## config.mk

```make
export PLATFORM = sky130hd
export DESIGN_NAME = ring_queue_drop_policy_unit_flat
export DESIGN_NICKNAME = d
export VERILOG_FILES = /design/src/rtl/rqdp_pkg.sv /design/src/rtl/rqdp_channels.sv /design/src/rtl/rqdp_ram.sv /design/src/rtl/ring_queue_drop_policy_unit.sv /design/src/flat_wrapper.sv
export SDC_FILE = /design/constraint.sdc
export NUM_CORES = 1
export LEC_CHECK = 0
export ABC_AREA = 1
export BUFFER_PORTS_ARGS = -buffer_cell sky130_fd_sc_hd__buf_2
export CAP_MARGIN = 20
export CORE_AREA = 5 5 274 276
export CTS_CLUSTER_SIZE = 14
export DETAILED_ROUTE_END_ITERATION = 6
export DIE_AREA = 0 0 279 281
export PLACE_DENSITY_LB_ADDON = 0.1
export SLEW_MARGIN = 20
export SYNTH_ARGS = -nofsm -noshare
export SYNTH_HDL_FRONTEND = slang
export SYNTH_HIERARCHICAL = 1
export SYNTH_SLANG_ARGS = --single-unit
```

## constraint.sdc

```tcl
create_clock -name clock -period 10.1 [get_ports clock]
set_clock_uncertainty 0.05 [all_clocks]
set_input_delay 1.01 -clock clock [delete_from_list [all_inputs] [get_ports clock]]
set_output_delay 1.01 -clock clock [all_outputs]
set_load 0.01 [all_outputs]
```

## src/rtl/rqdp_pkg.sv

```systemverilog
// Shared types and constants for the ring queue with drop policy.
package rqdp_pkg;

   localparam int ITEM_W      = 32;
   localparam int FUNC_W      = 2;
   localparam int STATUS_W    = 2;
   localparam int FILL_W      = 5;
   localparam int DROP_W      = 32;
   localparam int CSR_DATA_W  = 5;
   localparam int CSR_IDX_W   = 1;

   localparam int DEPTH_DEFAULT     = 16;
   localparam int ITEM_BITS_DEFAULT = 32;

   localparam logic [CSR_DATA_W-1:0] CAP_RESET = 5'd16;
   localparam logic [DROP_W-1:0]     DROP_MAX  = '1;

   typedef enum logic [FUNC_W-1:0] {
      FUNC_PUSH  = 2'd0,
      FUNC_POP   = 2'd1,
      FUNC_CLOSE = 2'd2
   } func_type;

   typedef enum logic [STATUS_W-1:0] {
      STAT_OK     = 2'd0,
      STAT_CLOSED = 2'd1,
      STAT_FULL   = 2'd2,
      STAT_EMPTY  = 2'd3
   } status_type;

   typedef enum logic [CSR_IDX_W-1:0] {
      CSR_CAPACITY = 1'd0,
      CSR_POLICY   = 1'd1
   } csr_idx_type;

   typedef enum logic {
      ST_IDLE = 1'b0,
      ST_READ = 1'b1
   } state_type;

endpackage

```

## src/rtl/rqdp_channels.sv

```systemverilog
// Valid/ready channel interfaces for requests and responses.
interface rqdp_req_if import rqdp_pkg::*; ();
   logic              valid;
   logic              ready;
   logic [FUNC_W-1:0] func;
   logic [ITEM_W-1:0] item_in;

   modport source (output valid, output func, output item_in, input ready);
   modport sink   (input valid, input func, input item_in, output ready);
endinterface

interface rqdp_rsp_if import rqdp_pkg::*; ();
   logic              valid;
   logic              ready;
   status_type        status;
   logic [ITEM_W-1:0] item_out;
   logic              evicted_valid;
   logic [ITEM_W-1:0] evicted_item;
   logic [FILL_W-1:0] fill_count;
   logic [DROP_W-1:0] drop_count;
   logic              is_closed;

   modport source (output valid, output status, output item_out, output evicted_valid,
                   output evicted_item, output fill_count, output drop_count,
                   output is_closed, input ready);
   modport sink   (input valid, input status, input item_out, input evicted_valid,
                   input evicted_item, input fill_count, input drop_count,
                   input is_closed, output ready);
endinterface

```

## src/rtl/rqdp_ram.sv

```systemverilog
// Generic single-write, single-read RAM with registered read data.
module rqdp_ram #(
   parameter int WIDTH = 32,
   parameter int DEPTH = 16
) (
   input  logic                     clock,
   input  logic                     wr_en,
   input  logic [$clog2(DEPTH)-1:0] wr_addr,
   input  logic [WIDTH-1:0]         wr_data,
   input  logic                     rd_en,
   input  logic [$clog2(DEPTH)-1:0] rd_addr,
   output logic [WIDTH-1:0]         rd_data
);

   logic [WIDTH-1:0] mem [DEPTH];
   logic [WIDTH-1:0] rd_data_ff;

   always_ff @(posedge clock) begin
      if (wr_en) begin
         mem[wr_addr] <= wr_data;
      end
      if (rd_en) begin
         rd_data_ff <= mem[rd_addr];
      end
   end

   assign rd_data = rd_data_ff;

endmodule

```

## src/rtl/ring_queue_drop_policy_unit.sv

```systemverilog
// Ring queue of item handles with reject or drop-oldest behavior when full.
// Push, close, and any operation that reports without reading a slot (push
// when closed, rejected push, pop of an empty queue) load the output register
// from ST_IDLE; a pop that returns an item and a drop-oldest push pass through
// ST_READ, since the head slot is read from the single-port-read slot RAM with
// registered read data, and the evicting push writes its new item in ST_READ.
// The result sits in an output register, so the next request is taken in the
// cycle its slot frees up. Slots are addressed modulo DEPTH; the capacity CSR
// only sets when the queue counts as full (0 acts as 1, above DEPTH acts as DEPTH).
module ring_queue_drop_policy_unit import rqdp_pkg::*; #(
   parameter int DEPTH     = DEPTH_DEFAULT,
   parameter int ITEM_BITS = ITEM_BITS_DEFAULT
) (
   input  logic                  clock,
   input  logic                  reset,
   input  logic                  csr_wr_en,
   input  logic [CSR_IDX_W-1:0]  csr_index,
   input  logic [CSR_DATA_W-1:0] csr_wr_data,
   rqdp_req_if.sink              req,
   rqdp_rsp_if.source            rsp
);

   localparam int AW = $clog2(DEPTH);
   localparam int HW = $clog2(DEPTH + 1);
   localparam int CW = (HW > CSR_DATA_W) ? HW : CSR_DATA_W;
   localparam int SW = (ITEM_BITS < ITEM_W) ? ITEM_BITS : ITEM_W;

   state_type         state_ff, state_in;
   logic [AW-1:0]     head_ff, head_in;
   logic [HW-1:0]     held_ff, held_in;
   logic [DROP_W-1:0] drops_ff, drops_in;
   logic              closed_ff, closed_in;
   logic [CSR_DATA_W-1:0] cap_ff;
   logic              policy_ff;

   logic              pend_evict_ff, pend_evict_in;
   logic [AW-1:0]     wr_addr_ff, wr_addr_in;
   logic [SW-1:0]     wr_item_ff, wr_item_in;

   logic              rsp_valid_ff, rsp_valid_in;
   status_type        status_ff, status_in;
   logic [ITEM_W-1:0] item_out_ff, item_out_in;
   logic              ev_valid_ff, ev_valid_in;
   logic [ITEM_W-1:0] ev_item_ff, ev_item_in;
   logic [FILL_W-1:0] fill_ff, fill_in;
   logic [DROP_W-1:0] drop_out_ff, drop_out_in;
   logic              closed_out_ff, closed_out_in;

   logic              accept;
   logic              full;
   logic [CW-1:0]     cap_wide, cap_eff;
   logic [AW:0]       tail_sum;
   logic [AW-1:0]     tail;
   logic [AW-1:0]     head_next;
   logic [DROP_W-1:0] drops_inc;

   logic              ram_wr_en;
   logic [AW-1:0]     ram_wr_addr;
   logic [SW-1:0]     ram_wr_data;
   logic [SW-1:0]     ram_rd_data;
   logic [ITEM_W-1:0] rd_item;

   rqdp_ram #(
      .WIDTH (SW),
      .DEPTH (DEPTH)
   ) u_slots (
      .clock   (clock),
      .wr_en   (ram_wr_en),
      .wr_addr (ram_wr_addr),
      .wr_data (ram_wr_data),
      .rd_en   (accept),
      .rd_addr (head_ff),
      .rd_data (ram_rd_data)
   );

   assign req.ready = (state_ff == ST_IDLE) && (!rsp_valid_ff || rsp.ready);
   assign accept    = req.valid && req.ready;

   always_comb begin
      cap_wide = CW'(cap_ff);
      if (cap_wide == '0) begin
         cap_eff = CW'(1);
      end else if (cap_wide > CW'(DEPTH)) begin
         cap_eff = CW'(DEPTH);
      end else begin
         cap_eff = cap_wide;
      end
      full = CW'(held_ff) >= cap_eff;

      tail_sum = {1'b0, head_ff} + (AW + 1)'(held_ff);
      if (tail_sum >= (AW + 1)'(DEPTH)) begin
         tail = AW'(tail_sum - (AW + 1)'(DEPTH));
      end else begin
         tail = AW'(tail_sum);
      end

      head_next = (head_ff == AW'(DEPTH - 1)) ? '0 : head_ff + AW'(1);
      drops_inc = (drops_ff == DROP_MAX) ? drops_ff : drops_ff + DROP_W'(1);

      rd_item = '0;
      rd_item[SW-1:0] = ram_rd_data;
   end

   always_comb begin
      state_in      = state_ff;
      head_in       = head_ff;
      held_in       = held_ff;
      drops_in      = drops_ff;
      closed_in     = closed_ff;
      pend_evict_in = pend_evict_ff;
      wr_addr_in    = wr_addr_ff;
      wr_item_in    = wr_item_ff;
      ram_wr_en     = 1'b0;
      ram_wr_addr   = tail;
      ram_wr_data   = req.item_in[SW-1:0];

      rsp_valid_in  = rsp_valid_ff && !rsp.ready;
      status_in     = status_ff;
      item_out_in   = item_out_ff;
      ev_valid_in   = ev_valid_ff;
      ev_item_in    = ev_item_ff;
      fill_in       = fill_ff;
      drop_out_in   = drop_out_ff;
      closed_out_in = closed_out_ff;

      unique case (state_ff)
         ST_IDLE: begin
            if (accept) begin
               status_in = STAT_OK;
               case (func_type'(req.func))
                  FUNC_PUSH: begin
                     if (closed_ff) begin
                        status_in = STAT_CLOSED;
                     end else if (full) begin
                        drops_in = drops_inc;
                        if (!policy_ff) begin
                           status_in = STAT_FULL;
                        end else begin
                           head_in       = head_next;
                           pend_evict_in = 1'b1;
                           wr_addr_in    = tail;
                           wr_item_in    = req.item_in[SW-1:0];
                           state_in      = ST_READ;
                        end
                     end else begin
                        ram_wr_en = 1'b1;
                        held_in   = held_ff + HW'(1);
                     end
                  end
                  FUNC_POP: begin
                     if (held_ff == '0) begin
                        status_in = closed_ff ? STAT_CLOSED : STAT_EMPTY;
                     end else begin
                        head_in       = head_next;
                        held_in       = held_ff - HW'(1);
                        pend_evict_in = 1'b0;
                        state_in      = ST_READ;
                     end
                  end
                  FUNC_CLOSE: begin
                     closed_in = 1'b1;
                  end
                  default: begin
                  end
               endcase
               if (state_in == ST_IDLE) begin
                  rsp_valid_in  = 1'b1;
                  item_out_in   = '0;
                  ev_valid_in   = 1'b0;
                  ev_item_in    = '0;
                  fill_in       = FILL_W'(held_in);
                  drop_out_in   = drops_in;
                  closed_out_in = closed_in;
               end
            end
         end
         ST_READ: begin
            ram_wr_en     = pend_evict_ff;
            ram_wr_addr   = wr_addr_ff;
            ram_wr_data   = wr_item_ff;
            rsp_valid_in  = 1'b1;
            status_in     = STAT_OK;
            item_out_in   = pend_evict_ff ? '0 : rd_item;
            ev_valid_in   = pend_evict_ff;
            ev_item_in    = pend_evict_ff ? rd_item : '0;
            fill_in       = FILL_W'(held_ff);
            drop_out_in   = drops_ff;
            closed_out_in = closed_ff;
            state_in      = ST_IDLE;
         end
         default: begin
            state_in = ST_IDLE;
         end
      endcase
   end

   always_ff @(posedge clock) begin
      if (reset) begin
         state_ff      <= ST_IDLE;
         head_ff       <= '0;
         held_ff       <= '0;
         drops_ff      <= '0;
         closed_ff     <= 1'b0;
         pend_evict_ff <= 1'b0;
         rsp_valid_ff  <= 1'b0;
      end else begin
         state_ff      <= state_in;
         head_ff       <= head_in;
         held_ff       <= held_in;
         drops_ff      <= drops_in;
         closed_ff     <= closed_in;
         pend_evict_ff <= pend_evict_in;
         rsp_valid_ff  <= rsp_valid_in;
      end
   end

   always_ff @(posedge clock) begin
      if (reset) begin
         cap_ff    <= CAP_RESET;
         policy_ff <= 1'b0;
      end else if (csr_wr_en) begin
         unique case (csr_idx_type'(csr_index))
            CSR_CAPACITY: cap_ff    <= csr_wr_data;
            CSR_POLICY:   policy_ff <= csr_wr_data[0];
            default: begin
            end
         endcase
      end
   end

   always_ff @(posedge clock) begin
      wr_addr_ff    <= wr_addr_in;
      wr_item_ff    <= wr_item_in;
      status_ff     <= status_in;
      item_out_ff   <= item_out_in;
      ev_valid_ff   <= ev_valid_in;
      ev_item_ff    <= ev_item_in;
      fill_ff       <= fill_in;
      drop_out_ff   <= drop_out_in;
      closed_out_ff <= closed_out_in;
   end

   assign rsp.valid         = rsp_valid_ff;
   assign rsp.status        = status_ff;
   assign rsp.item_out      = item_out_ff;
   assign rsp.evicted_valid = ev_valid_ff;
   assign rsp.evicted_item  = ev_item_ff;
   assign rsp.fill_count    = fill_ff;
   assign rsp.drop_count    = drop_out_ff;
   assign rsp.is_closed     = closed_out_ff;

endmodule

```

## src/flat_wrapper.sv

```systemverilog
// flat-port wrapper written by rule: the top's interface ports become plain ports
module ring_queue_drop_policy_unit_flat import rqdp_pkg::*;
#(
   parameter int DEPTH     = DEPTH_DEFAULT,
   parameter int ITEM_BITS = ITEM_BITS_DEFAULT
)
  (clock, reset, csr_wr_en, csr_index, csr_wr_data, req_valid, req_func, req_item_in, req_ready, rsp_valid, rsp_status, rsp_item_out, rsp_evicted_valid, rsp_evicted_item, rsp_fill_count, rsp_drop_count, rsp_is_closed, rsp_ready);
  rqdp_req_if req_i ();
  rqdp_rsp_if rsp_i ();
  input  logic clock;
  input  logic reset;
  input  logic csr_wr_en;
  input  logic [CSR_IDX_W-1:0] csr_index;
  input  logic [CSR_DATA_W-1:0] csr_wr_data;
  input wire logic [$bits(req_i.valid)-1:0] req_valid;
  input wire logic [$bits(req_i.func)-1:0] req_func;
  input wire logic [$bits(req_i.item_in)-1:0] req_item_in;
  output wire logic [$bits(req_i.ready)-1:0] req_ready;
  output wire logic [$bits(rsp_i.valid)-1:0] rsp_valid;
  output wire logic [$bits(rsp_i.status)-1:0] rsp_status;
  output wire logic [$bits(rsp_i.item_out)-1:0] rsp_item_out;
  output wire logic [$bits(rsp_i.evicted_valid)-1:0] rsp_evicted_valid;
  output wire logic [$bits(rsp_i.evicted_item)-1:0] rsp_evicted_item;
  output wire logic [$bits(rsp_i.fill_count)-1:0] rsp_fill_count;
  output wire logic [$bits(rsp_i.drop_count)-1:0] rsp_drop_count;
  output wire logic [$bits(rsp_i.is_closed)-1:0] rsp_is_closed;
  input wire logic [$bits(rsp_i.ready)-1:0] rsp_ready;
  assign req_i.valid = req_valid;
  assign req_i.func = req_func;
  assign req_i.item_in = req_item_in;
  assign req_ready = req_i.ready;
  assign rsp_valid = rsp_i.valid;
  assign rsp_status = rsp_i.status;
  assign rsp_item_out = rsp_i.item_out;
  assign rsp_evicted_valid = rsp_i.evicted_valid;
  assign rsp_evicted_item = rsp_i.evicted_item;
  assign rsp_fill_count = rsp_i.fill_count;
  assign rsp_drop_count = rsp_i.drop_count;
  assign rsp_is_closed = rsp_i.is_closed;
  assign rsp_i.ready = rsp_ready;
  ring_queue_drop_policy_unit #(.DEPTH(DEPTH), .ITEM_BITS(ITEM_BITS)) u_core (.clock(clock), .reset(reset), .csr_wr_en(csr_wr_en), .csr_index(csr_index), .csr_wr_data(csr_wr_data), .req(req_i), .rsp(rsp_i));
endmodule
```

==> impl_metrics.prom, run 1 <==
# TYPE chip_impl_metric gauge
chip_impl_metric{name="placed_cells_incl_taps",unit=""} 4147
chip_impl_metric{name="clock-sinks",unit=""} 736
chip_impl_metric{name="numPortBuffers",unit=""} 151
chip_impl_metric{name="synth-simple-area-share",unit="%"} 20.8
chip_impl_metric{name="post-route-util",unit="%"} 50.3
chip_impl_metric{name="layout-drive-gt1-share",unit="%"} 10.6
chip_impl_info{name="min_to",value="u_core/policy_ff$_SDFFE_PP0P_"} 1
chip_impl_metric{name="cpPeakStageDelay",unit="ns"} 0.60
chip_impl_metric{name="drt_wl_total",unit="um"} 79400
chip_impl_metric{name="worst_r2r_path_depth",unit=""} 16
chip_impl_info{name="setup_repair_after_global_routing_missed_its_margin",value="false"} 1
chip_impl_info{name="tritoncts",value="yes"} 1
chip_impl_info{name="crit_path_end_kind",value="flop"} 1
chip_impl_metric{name="synth-seq-cells",unit=""} 736
chip_impl_metric{name="clock_tree.buffer_depth",unit=""} 3
chip_impl_metric{name="fp.dieW",unit="um"} 279
chip_impl_info{name="synth_top_area_cell",value="sky130_fd_sc_hd__edfxtp_1"} 1
chip_impl_metric{name="post_cts.repair.setup_buffers",unit=""} 0
chip_impl_metric{name="ys_async_sr_fraction",unit="%"} 0
chip_impl_metric{name="synth_xor_xnor_area_share",unit="%"} 0.487
chip_impl_metric{name="nNetsFinal",unit=""} 3329
chip_impl_metric{name="global_route_wire_length_before_repair",unit="um"} 122000
chip_impl_metric{name="via_count",unit=""} 21400
chip_impl_metric{name="routed_via_density",unit=""} 4.97
chip_impl_metric{name="detail_route.wl_per_cell",unit="um"} 18.5
chip_impl_metric{name="flow.area_growth_from_synthesis",unit="%"} 13.5
chip_impl_metric{name="area_after_detailed_placement",unit="um2"} 33700
chip_impl_metric{name="synth_compound_gate_area_share",unit="%"} 2.00
chip_impl_metric{name="finalWeightedCongestion",unit=""} 0.851
chip_impl_metric{name="grt_start_max_net_pins",unit=""} 191
chip_impl_info{name="outcome",value="complete, no violations"} 1
chip_impl_metric{name="num_antenna_cells",unit=""} 0
chip_impl_metric{name="holdWs",unit="ns"} 0.465
chip_impl_info{name="timing.critical_path.mode_cell",value="sky130_fd_sc_hd__nand2_1"} 1
chip_impl_metric{name="ant_nets",unit=""} 0
chip_impl_metric{name="grt.total_usage",unit="%"} 20.0
chip_impl_metric{name="antenna_violations_before_repair",unit=""} 3
chip_impl_metric{name="synth_edf_count",unit=""} 685
chip_impl_metric{name="finalSetupViolCount",unit=""} 0
chip_impl_metric{name="insertion_delay",unit="ns"} 0.64
chip_impl_metric{name="synth.area.mux_share",unit="%"} 0
chip_impl_metric{name="postSynthCellCount",unit=""} 3147
chip_impl_metric{name="drtIter0Drc",unit=""} 1528
chip_impl_metric{name="ys_warn_count",unit=""} 6
chip_impl_metric{name="core.rowCount",unit=""} 99
chip_impl_metric{name="static_leakage_power",unit="nW"} 15.4
chip_impl_info{name="critical-path-slowest-cell",value="sky130_fd_sc_hd__nor2_4"} 1
chip_impl_info{name="crit_path_cell_trace",value="nor2_1 > a21oi_1 > nor2_1 > ha_1 > inv_1 > nand2_1 > nand2_1 > nor2_1 > nor2_1 > nand2_1 > inv_1 > nand2_1 > o21ai_0 > nand2_1 > nor2_4 > buf_4"} 1
chip_impl_metric{name="drc",unit=""} 0
chip_impl_metric{name="timing_hold_violations_final",unit=""} 0
chip_impl_metric{name="io_pins",unit=""} 152
chip_impl_info{name="rr_endpoint",value="u_core/u_slots/mem[2][27]$_DFFE_PP_"} 1
chip_impl_metric{name="post_cts_hold_buffer_count",unit=""} 0
chip_impl_metric{name="critPathMaxFanout",unit=""} 20
chip_impl_metric{name="worstPathArrival",unit="ns"} 4.34
chip_impl_metric{name="cts_inserted_buffers",unit=""} 81
chip_impl_metric{name="post_synth.cell_area_avg",unit="um2"} 10.2
chip_impl_info{name="most-common-layout-cells",value="sky130_fd_sc_hd__nand2_1, sky130_fd_sc_hd__edfxtp_1, sky130_fd_sc_hd__inv_1"} 1
chip_impl_metric{name="setup_total_negative_slack",unit="ns"} 0
chip_impl_metric{name="via_count_of_the_first_global_routing_pass",unit=""} 20500
chip_impl_info{name="synth_top_family_by_area",value="simple AND/OR/NAND/NOR gates"} 1
chip_impl_metric{name="finish.cell_count_without_fillers",unit=""} 4297
chip_impl_info{name="worst_r2r_startpoint",value="u_core/cap_ff[2]$_SDFFE_PP0P_"} 1
chip_impl_metric{name="drt_pass1_iterations",unit=""} 5
chip_impl_metric{name="synthAdderAreaFrac",unit="%"} 0.530
chip_impl_metric{name="worst-r2r-setup-slack",unit="ns"} 5.98
chip_impl_metric{name="htree_num_levels",unit=""} 3
chip_impl_metric{name="detailed_place_hpwl",unit="um"} 47200
chip_impl_info{name="hold_path.class",value="reg -> reg"} 1
chip_impl_metric{name="fmax",unit="MHz"} 242
chip_impl_info{name="ys.flop_type",value="sky130_fd_sc_hd__edfxtp_1"} 1
chip_impl_metric{name="synth_sequential_area_ratio",unit="%"} 67.3
chip_impl_metric{name="max-vdd-ir-drop",unit="uV"} 108
chip_impl_metric{name="floorplan.die_area",unit="um2"} 78400
chip_impl_metric{name="holdPathStages",unit=""} 2
chip_impl_info{name="critical_path.startpoint_type",value="flop"} 1
chip_impl_metric{name="pwr_density_cell",unit="nW/um2"} 191
chip_impl_metric{name="syn_nets",unit=""} 3205
chip_impl_metric{name="maxSlewHeadroom",unit="%"} 24.2
chip_impl_info{name="critical_path_class",value="reg -> reg"} 1
chip_impl_metric{name="worst_ep_required_time",unit="ns"} 10.32
chip_impl_info{name="layout.cells.most_common",value="sky130_fd_sc_hd__nand2_1"} 1
chip_impl_metric{name="die_height",unit="um"} 281
chip_impl_metric{name="finish.instance_area",unit="um2"} 36400
chip_impl_metric{name="worst_pin_slew",unit="ns"} 1.14
chip_impl_metric{name="start_util",unit="%"} 44.4
chip_impl_metric{name="cts_resized",unit=""} 0
chip_impl_metric{name="report.final.slew_viol_count",unit=""} 0
chip_impl_metric{name="gr-total-overflow",unit=""} 0
chip_impl_metric{name="fillers",unit=""} 6524
chip_impl_info{name="synth.top_cells.by_area",value="sky130_fd_sc_hd__edfxtp_1, sky130_fd_sc_hd__nand2_1, sky130_fd_sc_hd__nand3_1, sky130_fd_sc_hd__inv_1, sky130_fd_sc_hd__dfxtp_1"} 1
chip_impl_info{name="clock_tree.root_cell",value="sky130_fd_sc_hd__clkbuf_16"} 1
chip_impl_metric{name="fin_crit",unit="ns"} 4.12
chip_impl_metric{name="synth_cell_types",unit=""} 39
chip_impl_metric{name="synth.cell_area",unit="um2"} 32100
chip_impl_info{name="startpoint",value="u_core/cap_ff[2]$_SDFFE_PP0P_"} 1
chip_impl_metric{name="clk_pin_slew_worst_paths",unit="ns"} 0.06
chip_impl_metric{name="yosysTopAreaCellShare",unit="%"} 64.1
chip_impl_metric{name="min_period_over_period",unit="%"} 40.8
chip_impl_metric{name="timing.max_cap.violations",unit=""} 0
chip_impl_metric{name="core_area",unit="um2"} 72300
chip_impl_info{name="hp-start",value="u_core/policy_ff$_SDFFE_PP0P_"} 1
-- how the worst max path moves through the flow --
stage | endpoint | slack (ns) | cells past startpoint
6_report | u_core/u_slots/mem[2][27]$_DFFE_PP_ | 5.98 | 16
5_1_grt | u_core/u_slots/mem[9][25]$_DFFE_PP_ | 5.75 | 16
4_1_cts | u_core/u_slots/mem[9][28]$_DFFE_PP_ | 5.95 | 16
3_5_place_dp | u_core/u_slots/mem[9][26]$_DFFE_PP_ | 5.99 | 16
3_3_place_gp | u_core/u_slots/mem[15][8]$_DFFE_PP_ | 6.00 | 15
2_1_floorplan | u_core/rsp.drop_count[0]$_DFFE_PP_ | 5.87 | 6
-- state kept, by name (all words and copies together) (netlist names), 2 cells and up --
name and flops:
u_core/rsp.fill_count 5, u_core/cap_ff 5, u_core/rsp.status 2, u_core/wr_addr_ff 4, u_core/wr_item_ff 32, u_core/rsp.evicted_item 32, u_core/u_slots/mem 512, u_core/head_ff 4
u_core/held_ff 5, u_core/rsp.drop_count 32, u_core/rsp.item_out 32, u_core/u_slots/rd_data 32, u_core/drops_ff 32
-- report_power, final --
part           switching [mW]  internal, mW
Combinational           0.365         0.135
Clock                    1.20          1.74
Sequential             0.0454          3.45
Total                    1.61          5.33
-- cell families (layout without fill, tap and decap cells) --
logic type | after synthesis | in the layout
buffers and inverters | 674 | 865
XOR/XNOR | 17 | 17
adder cells (fa/ha/maj) | 13 | 13
flip-flops | 736 | 736
AND/OR/NAND/NOR | 1584 | 1584
AO/OA/AOI/OAI | 123 | 123
-- metrics by stage --
step	power, mW	setup WS (ns)
global placement	4.05	6.00
floorplan	3.87	5.87
detailed placement	4.06	5.99
global route	7.21	5.75
CTS	7.02	5.95
finish	6.94	5.98
-- critical path: cells and delay by family (launching register included) --
family | cells | cell delay (ns)
and+or+nand+nor | 10 | 1.78
buffers and inverters | 3 | 0.70
AOI/OAI and AO/OA | 2 | 0.60
DFF | 1 | 0.35
adders and majority gates | 1 | 0.26
-- Yosys cell counts (all sizes together) (11+ instances only) --
| master | number |
|---|---|
| nand2 | 955 |
| edfxtp | 685 |
| inv | 531 |
| nand3 | 450 |
| nor2 | 153 |
| buf | 99 |
| o21ai | 58 |
| dfxtp | 51 |
| a21oi | 48 |
| clkbuf | 44 |
| a31oi | 12 |
| ha | 12 |
| xor2 | 11 |
-- routing by layer --
layer	GRT usage, %	wire, um	up-vias
met5	0	0	-
met2	32.5	37100	512
met1	28.3	36300	10300
met4	6.26	2060	0
met3	2.75	3940	108
li1	-	-	10500
-- cell type report --
type | count | area [um2] | share of cell area [%]
Inverter | 531 | 2010 | 5.51
Clock inverter | 45 | 463 | 1.27
Clock buffer | 105 | 2190 | 6.01
Multi-Input combinational cell | 1737 | 7760 | 21.3
Tap cell | 959 | 1200 | 3.30
Sequential cell | 736 | 21600 | 59.3
Timing Repair Buffer | 184 | 1180 | 3.24
Note: power is estimated with default switching activity, not from simulation.
==> run 2: changes to the inputs <==
Clock period 10.1 ns to 4.25 ns, I/O delays scaled along.
==> run 2 against run 1 <==
Die area unchanged. Worst setup slack worse by 5.6 ns. Final cell count up 1.0%. First-iteration DRC count up 12%. Maximum frequency up 5.1%. Non-clock buffer count up 43. Total power up 130%. Register-to-register slack worse by 5.6 ns. Utilization up 0.33 points. Largest power group unchanged.
==> impl_metrics.prom, run 2 (synthesized netlist as in run 1, its figures left out) <==
# TYPE chip_impl_metric gauge
chip_impl_metric{name="global_route_wire_length_before_repair",unit="um"} 123000
chip_impl_metric{name="fmax",unit="MHz"} 255
chip_impl_metric{name="design_power_total",unit="mW"} 16.2
chip_impl_metric{name="worst_r2r_path_depth",unit=""} 16
chip_impl_metric{name="via_count_of_the_first_global_routing_pass",unit=""} 20800
chip_impl_info{name="worst_r2r_startpoint",value="u_core/cap_ff[2]$_SDFFE_PP0P_"} 1
chip_impl_info{name="grt_most_used_layer",value="met2"} 1
chip_impl_info{name="hold_path.class",value="in -> reg"} 1
chip_impl_metric{name="seqCellArea",unit="um2"} 21600
chip_impl_metric{name="min_period_over_period",unit="%"} 92.3
chip_impl_metric{name="holdWs",unit="ns"} 0.0385
chip_impl_metric{name="fillers",unit=""} 6552
chip_impl_metric{name="max-vdd-ir-drop",unit="uV"} 224
chip_impl_metric{name="via_count",unit=""} 21700
chip_impl_metric{name="setup_slack",unit="ns"} 0.327
chip_impl_metric{name="routed_via_density",unit=""} 4.99
chip_impl_metric{name="placement.setup.worst_slack",unit="ns"} 0.333
chip_impl_metric{name="clock_tree.buffer_depth",unit=""} 3
chip_impl_metric{name="worst_ep_required_time",unit="ns"} 4.51
chip_impl_metric{name="detail_route.wl_per_cell",unit="um"} 18.5
chip_impl_metric{name="nNetsFinal",unit=""} 3372
chip_impl_metric{name="maxSlewHeadroom",unit="%"} 24.3
chip_impl_info{name="layout.cells.most_common",value="sky130_fd_sc_hd__nand2_1"} 1
chip_impl_metric{name="grt.total_usage",unit="%"} 20.3
chip_impl_metric{name="clock-sinks",unit=""} 736
chip_impl_info{name="critical_path.startpoint_type",value="flop"} 1
chip_impl_metric{name="insertion_delay",unit="ns"} 0.61
chip_impl_metric{name="cts_inserted_buffers",unit=""} 81
chip_impl_metric{name="multi_input_comb_area",unit="um2"} 7760
chip_impl_metric{name="static_leakage_power",unit="nW"} 15.5
chip_impl_metric{name="floorplan.die_area",unit="um2"} 78400
chip_impl_metric{name="worst-r2r-setup-slack",unit="ns"} 0.33
chip_impl_metric{name="fp.dieW",unit="um"} 279
chip_impl_info{name="setup_repair_after_global_routing_missed_its_margin",value="false"} 1
chip_impl_info{name="outcome",value="complete, no violations"} 1
chip_impl_metric{name="report.final.slew_viol_count",unit=""} 0
chip_impl_metric{name="drt_pass1_iterations",unit=""} 5
chip_impl_info{name="critPathCapture",value="u_core/u_slots/mem[14][16]$_DFFE_PP_"} 1
chip_impl_info{name="tritoncts",value="yes"} 1
chip_impl_metric{name="pwr_density_cell",unit="nW/um2"} 443
chip_impl_metric{name="grt_use_met1",unit="%"} 27.3
chip_impl_metric{name="layout-drive-gt1-share",unit="%"} 10.5
chip_impl_metric{name="core_area",unit="um2"} 72300
chip_impl_metric{name="core.rowCount",unit=""} 99
chip_impl_info{name="clock_tree.root_cell",value="sky130_fd_sc_hd__clkbuf_16"} 1
chip_impl_metric{name="ant_nets",unit=""} 0
chip_impl_info{name="most-common-layout-cells",value="sky130_fd_sc_hd__nand2_1, sky130_fd_sc_hd__edfxtp_1, sky130_fd_sc_hd__inv_1"} 1
chip_impl_metric{name="finalWeightedCongestion",unit=""} 0.824
chip_impl_metric{name="critPathMaxFanout",unit=""} 18
chip_impl_metric{name="drc",unit=""} 0
chip_impl_metric{name="holdPathStages",unit=""} 3
chip_impl_info{name="crit_path_end_kind",value="flop"} 1
chip_impl_metric{name="fin_crit",unit="ns"} 3.92
chip_impl_metric{name="gr-total-overflow",unit=""} 0
chip_impl_metric{name="setup_total_negative_slack",unit="ns"} 0
chip_impl_metric{name="detailed_place_hpwl",unit="um"} 47300
chip_impl_metric{name="global_route.usage.met2",unit="%"} 34.2
chip_impl_metric{name="timing_hold_violations_final",unit=""} 0
chip_impl_metric{name="worstPathArrival",unit="ns"} 4.18
chip_impl_metric{name="grt_start_max_net_pins",unit=""} 201
chip_impl_metric{name="use_met3",unit="%"} 3.12
chip_impl_metric{name="post_cts.repair.setup_buffers",unit=""} 0
chip_impl_metric{name="clk_pin_slew_worst_paths",unit="ns"} 0.06
chip_impl_metric{name="drtIter0Drc",unit=""} 1716
chip_impl_metric{name="htree_num_levels",unit=""} 3
chip_impl_metric{name="antenna_violations_before_repair",unit=""} 0
chip_impl_metric{name="cts_resized",unit=""} 0
chip_impl_metric{name="drt_wl_total",unit="um"} 80300
chip_impl_metric{name="worst_pin_slew",unit="ns"} 1.14
chip_impl_metric{name="flow.area_growth_from_synthesis",unit="%"} 14.2
chip_impl_metric{name="finalSetupViolCount",unit=""} 0
chip_impl_metric{name="start_util",unit="%"} 44.4
chip_impl_info{name="critical_path_class",value="reg -> reg"} 1
chip_impl_metric{name="timing.max_cap.violations",unit=""} 0
chip_impl_info{name="max_flop_register",value="u_core/u_slots/mem"} 1
chip_impl_info{name="startpoint",value="u_core/cap_ff[2]$_SDFFE_PP0P_"} 1
chip_impl_metric{name="io_pins",unit=""} 152
chip_impl_metric{name="numPortBuffers",unit=""} 151
chip_impl_metric{name="flip_flop_count_of_the_largest_register_all_copies_and_words_added",unit=""} 512
chip_impl_info{name="rr_endpoint",value="u_core/u_slots/mem[14][16]$_DFFE_PP_"} 1
chip_impl_metric{name="die_height",unit="um"} 281
[run 2: worst min-delay path by stage]
| stage | from | endpoint | slack [ns] |
|---|---|---|---|
| 6_report | csr_wr_data[4] | u_core/cap_ff[4]$_SDFFE_PP1P_ | 0.04 |
| 5_1_grt | csr_wr_data[4] | u_core/cap_ff[4]$_SDFFE_PP1P_ | 0.03 |
| 4_1_cts | csr_wr_data[4] | u_core/cap_ff[4]$_SDFFE_PP1P_ | 0.01 |
| 3_5_place_dp | u_core/pend_evict_ff$_SDFFE_PP0P_ | u_core/pend_evict_ff$_SDFFE_PP0P_ | 0.46 |
| 3_3_place_gp | u_core/pend_evict_ff$_SDFFE_PP0P_ | u_core/pend_evict_ff$_SDFFE_PP0P_ | 0.46 |
| 2_1_floorplan | u_core/policy_ff$_SDFFE_PP0P_ | u_core/policy_ff$_SDFFE_PP0P_ | 0.40 |
[run 2: stage by stage]
stage	util, %	cells	instance area [um2]
floorplan	-	3147	32100
global placement	46.7	4154	33800
detailed placement	46.7	4154	33800
CTS	50.6	4340	36600
global route	50.6	4340	36600
finish	50.7	4342	36600
[run 2: what timing repair did]
action,CTS,global route
hold buffers,36,0
endpoints found under the hold margin,36,0
endpoints found under the setup margin,0,0
[run 2: final cells by class]
cell class                 count  share of cell area (%)
tap                          959                    3.27
clock inverter                50                    1.08
clock buffer                 100                    5.78
timing repair buffer         227                    4.24
sequential                   736                    59.0
antenna                        2                  0.0137
multi-input combinational   1737                    21.2
inverter                     531                    5.47
[run 2: metal layers]
metal  part of all wire, %  wire length, um
met1                    43            34800
met2                    48            38700
met3                   6.0             4830
met4                   2.4             1910
met5                     0                0
[run 2: worst max-delay path, cell delays in order, from the launching register on]
cell and delay [ns]:
sky130_fd_sc_hd__dfxtp_1 0.35, sky130_fd_sc_hd__nor2_1 0.06, sky130_fd_sc_hd__a21oi_1 0.14, sky130_fd_sc_hd__nor2_1 0.05, sky130_fd_sc_hd__ha_1 0.26, sky130_fd_sc_hd__inv_1 0.05
sky130_fd_sc_hd__nand2_1 0.04, sky130_fd_sc_hd__nand2_1 0.05, sky130_fd_sc_hd__nor2_1 0.04, sky130_fd_sc_hd__nor2_1 0.31, sky130_fd_sc_hd__nand2_1 0.16, sky130_fd_sc_hd__inv_1 0.14
sky130_fd_sc_hd__nand2_1 0.10, sky130_fd_sc_hd__o21ai_0 0.52, sky130_fd_sc_hd__nand3_1 0.43, sky130_fd_sc_hd__nor2_4 0.60, sky130_fd_sc_hd__buf_12 0.26
[run 2: where the power goes]
group | leakage, nW | switching [mW] | internal, mW | total, mW
registers | 6.71 | 0.0857 | 8.19 | 8.28
clock network | 1.23 | 2.82 | 3.86 | 6.68
logic | 7.55 | 0.927 | 0.352 | 1.28
==> run 3: changes to the inputs <==
Settings changed: CTS_BUF_LIST set to sky130_fd_sc_hd__clkbuf_16, SETUP_SLACK_MARGIN set to 0.02.
==> run 3 against run 2 <==
Flip-flop and latch count unchanged. Register-to-register slack is essentially flat. Sequential share of layout area is essentially flat. Clock power hardly changed. Global-route usage unchanged. Total power shrank 0.23%. Critical path type unchanged. Critical endpoint is now u_core/u_slots/mem[15][16]$_DFFE_PP_. Highest routed layer unchanged.
==> impl_metrics.prom, run 3 (synthesized netlist as in run 1, its figures left out) <==
# TYPE chip_impl_metric gauge
chip_impl_info{name="outcome",value="complete, no violations"} 1
chip_impl_metric{name="io_pins",unit=""} 152
chip_impl_metric{name="htree_num_levels",unit=""} 3
chip_impl_metric{name="placed_cells_incl_taps",unit=""} 4154
chip_impl_metric{name="core.rowCount",unit=""} 99
chip_impl_metric{name="gr-total-overflow",unit=""} 0
chip_impl_metric{name="flip_flop_count_of_the_largest_register_all_copies_and_words_added",unit=""} 512
chip_impl_metric{name="ant_nets",unit=""} 0
chip_impl_info{name="clock_tree.root_cell",value="sky130_fd_sc_hd__clkbuf_16"} 1
chip_impl_metric{name="routed_via_density",unit=""} 5.00
chip_impl_metric{name="antenna_violations_before_repair",unit=""} 0
chip_impl_info{name="critical_path.startpoint_type",value="flop"} 1
chip_impl_info{name="worst_r2r_startpoint",value="u_core/cap_ff[2]$_SDFFE_PP0P_"} 1
chip_impl_metric{name="grt.total_usage",unit="%"} 20.3
chip_impl_metric{name="clk_pin_slew_worst_paths",unit="ns"} 0.06
chip_impl_metric{name="seqCellArea",unit="um2"} 21600
chip_impl_metric{name="start_util",unit="%"} 44.4
chip_impl_metric{name="via_count",unit=""} 21700
chip_impl_metric{name="drtIter0Drc",unit=""} 1728
chip_impl_metric{name="holdWs",unit="ns"} 0.0382
chip_impl_metric{name="nNetsFinal",unit=""} 3373
chip_impl_info{name="most-common-layout-cells",value="sky130_fd_sc_hd__nand2_1, sky130_fd_sc_hd__edfxtp_1, sky130_fd_sc_hd__inv_1"} 1
chip_impl_metric{name="worstPathArrival",unit="ns"} 4.17
chip_impl_metric{name="maxSlewHeadroom",unit="%"} 23.7
chip_impl_metric{name="power.sequential.fraction",unit="%"} 51.1
chip_impl_info{name="hold_path.class",value="in -> reg"} 1
chip_impl_metric{name="finalWeightedCongestion",unit=""} 0.824
chip_impl_info{name="critical_path_class",value="reg -> reg"} 1
chip_impl_metric{name="finish.cell_count_without_fillers",unit=""} 4342
chip_impl_info{name="layout.cells.most_common",value="sky130_fd_sc_hd__nand2_1"} 1
chip_impl_metric{name="via_count_of_the_first_global_routing_pass",unit=""} 20800
chip_impl_metric{name="cts_resized",unit=""} 0
chip_impl_metric{name="fillers",unit=""} 6551
chip_impl_metric{name="internal_power",unit="mW"} 12.4
chip_impl_metric{name="drt_pass1_iterations",unit=""} 6
chip_impl_metric{name="report.final.slew_viol_count",unit=""} 0
chip_impl_metric{name="numPortBuffers",unit=""} 151
chip_impl_metric{name="clock_tree.buffer_depth",unit=""} 3
chip_impl_metric{name="detail_route.wl_per_cell",unit="um"} 18.5
chip_impl_metric{name="pwr_density_cell",unit="nW/um2"} 442
chip_impl_metric{name="crit_path_depth",unit=""} 16
chip_impl_metric{name="timing_hold_violations_final",unit=""} 0
chip_impl_info{name="path_delay_family",value="simple AND/OR/NAND/NOR gates"} 1
chip_impl_metric{name="detailed_place_hpwl",unit="um"} 47300
chip_impl_info{name="max_flop_register",value="u_core/u_slots/mem"} 1
chip_impl_metric{name="fp.dieW",unit="um"} 279
chip_impl_info{name="setup_repair_after_global_routing_missed_its_margin",value="true"} 1
chip_impl_info{name="crit_path_cell_trace",value="nor2_1 > a21oi_1 > nor2_1 > ha_1 > inv_1 > nand2_1 > nand2_1 > nor2_1 > nor2_1 > nand2_1 > inv_1 > nand2_1 > o21ai_0 > nand3_1 > nor2_4 > buf_12"} 1
chip_impl_metric{name="clock_power_share",unit="%"} 41.0
chip_impl_metric{name="core_area",unit="um2"} 72300
chip_impl_metric{name="fin_crit",unit="ns"} 3.91
chip_impl_metric{name="static_leakage_power",unit="nW"} 15.6
chip_impl_metric{name="setup_total_negative_slack",unit="ns"} 0
chip_impl_info{name="rr_endpoint",value="u_core/u_slots/mem[15][16]$_DFFE_PP_"} 1
chip_impl_metric{name="die_height",unit="um"} 281
chip_impl_metric{name="p_comb_share",unit="%"} 7.9
chip_impl_metric{name="max-vdd-ir-drop",unit="uV"} 222
chip_impl_metric{name="timing.max_cap.violations",unit=""} 0
chip_impl_metric{name="worst_r2r_path_depth",unit=""} 16
chip_impl_metric{name="flow.area_growth_from_synthesis",unit="%"} 14.3
chip_impl_metric{name="layout-drive-gt1-share",unit="%"} 10.5
chip_impl_metric{name="grt_start_max_net_pins",unit=""} 201
chip_impl_metric{name="multi_input_comb_area",unit="um2"} 7760
chip_impl_metric{name="switching_power",unit="mW"} 3.84
chip_impl_info{name="critPathCapture",value="u_core/u_slots/mem[15][16]$_DFFE_PP_"} 1
chip_impl_metric{name="worst-r2r-setup-slack",unit="ns"} 0.34
chip_impl_metric{name="global_route_wire_length_before_repair",unit="um"} 123000
chip_impl_metric{name="drt_wl_total",unit="um"} 80200
chip_impl_metric{name="worst_ep_required_time",unit="ns"} 4.51
chip_impl_info{name="startpoint",value="u_core/cap_ff[2]$_SDFFE_PP0P_"} 1
chip_impl_metric{name="cpPeakStageDelay",unit="ns"} 0.56
chip_impl_metric{name="min_period_over_period",unit="%"} 91.9
chip_impl_metric{name="fmax",unit="MHz"} 256
chip_impl_metric{name="critPathMaxFanout",unit=""} 18
chip_impl_metric{name="drc",unit=""} 0
chip_impl_metric{name="clock-sinks",unit=""} 736
chip_impl_metric{name="cts_inserted_buffers",unit=""} 81
chip_impl_metric{name="floorplan.die_area",unit="um2"} 78400
chip_impl_metric{name="worst_pin_slew",unit="ns"} 1.14
chip_impl_metric{name="finalSetupViolCount",unit=""} 0
chip_impl_info{name="crit_path_end_kind",value="flop"} 1
chip_impl_metric{name="p_sw_share",unit="%"} 23.7
chip_impl_metric{name="cp_num_buf_inv",unit=""} 3
chip_impl_metric{name="insertion_delay",unit="ns"} 0.61
chip_impl_info{name="tritoncts",value="yes"} 1
chip_impl_info{name="critical-path-slowest-cell",value="sky130_fd_sc_hd__nor2_4"} 1
run 3: cell count changes in the layout (fill, tap and decap cells not counted):
cell	change
sky130_fd_sc_hd__diode_2	-1
sky130_fd_sc_hd__buf_12	+1
sky130_fd_sc_hd__clkbuf_1	-18
sky130_fd_sc_hd__inv_1	+18
run 3: area by class of cell:
cell class / instances / share of cell area (%)
Inverter: 531 / 5.47
Clock inverter: 68 / 1.26
Sequential cell: 736 / 58.9
Timing Repair Buffer: 228 / 4.29
Tap cell: 959 / 3.27
Clock buffer: 82 / 5.60
Multi-Input combinational cell: 1737 / 21.2
Antenna cell: 1 / 0.00683
run 3: how the worst min path moves through the flow:
stage	start	cells past startpoint	to
final	csr_wr_data[4]	3	u_core/cap_ff[4]$_SDFFE_PP1P_
after global routing	csr_wr_data[4]	3	u_core/cap_ff[4]$_SDFFE_PP1P_
after floorplan	u_core/policy_ff$_SDFFE_PP0P_	2	u_core/policy_ff$_SDFFE_PP0P_
after CTS	csr_wr_data[4]	3	u_core/cap_ff[4]$_SDFFE_PP1P_
after detailed placement	u_core/pend_evict_ff$_SDFFE_PP0P_	2	u_core/pend_evict_ff$_SDFFE_PP0P_
after global placement	u_core/pend_evict_ff$_SDFFE_PP0P_	2	u_core/pend_evict_ff$_SDFFE_PP0P_
run 3: worst reg2reg max path: stages (launching register included):
cell and delay (ns):
sky130_fd_sc_hd__dfxtp_1 0.35, sky130_fd_sc_hd__nor2_1 0.06, sky130_fd_sc_hd__a21oi_1 0.14, sky130_fd_sc_hd__nor2_1 0.05
sky130_fd_sc_hd__ha_1 0.26, sky130_fd_sc_hd__inv_1 0.05, sky130_fd_sc_hd__nand2_1 0.04, sky130_fd_sc_hd__nand2_1 0.05
sky130_fd_sc_hd__nor2_1 0.04, sky130_fd_sc_hd__nor2_1 0.31, sky130_fd_sc_hd__nand2_1 0.16, sky130_fd_sc_hd__inv_1 0.14
sky130_fd_sc_hd__nand2_1 0.10, sky130_fd_sc_hd__o21ai_0 0.54, sky130_fd_sc_hd__nand3_1 0.44, sky130_fd_sc_hd__nor2_4 0.56
sky130_fd_sc_hd__buf_12 0.26
run 3: through the flow:
| stage | power (mW) | setup WS, ns | area, um2 | util, % |
|---|---|---|---|---|
| after CTS | 16.4 | 0.328 | 36600 | 50.6 |
| after floorplan | 9.21 | 0.307 | 32100 | - |
| final | 16.2 | 0.342 | 36700 | 50.7 |
| after global routing | 16.9 | 0.0198 | 36700 | 50.7 |
| after detailed placement | 9.70 | 0.333 | 33800 | 46.7 |
| after global placement | 9.68 | 0.420 | 33800 | 46.7 |
run 3: power by group through the flow:
stage | clock [mW] | combinational (mW) | sequential [mW]
after CTS | 6.83 | 1.30 | 8.28
final | 6.65 | 1.28 | 8.28
after detailed placement | 0 | 1.27 | 8.43
after floorplan | 0 | 0.729 | 8.48
after global placement | 0 | 1.26 | 8.43
after global routing | 7.16 | 1.42 | 8.30
run 3: timing repair:
| item | in CTS | in global routing |
|---|---|---|
| hold buffers | 36 | 0 |
| setup endpoints to repair | 0 | 17 |
| setup buffers | 0 | 1 |
| hold endpoints to repair | 36 | 0 |
run 3: routing by layer:
| metal | vias up | routed length, um | track usage, % |
|---|---|---|---|
| li1 | 10600 | - | - |
| met1 | 10400 | 35000 | 27.3 |
| met2 | 577 | 38600 | 34.2 |
| met3 | 115 | 4670 | 3.12 |
| met4 | 0 | 1920 | 6.23 |
| met5 | - | 0 | 0 |
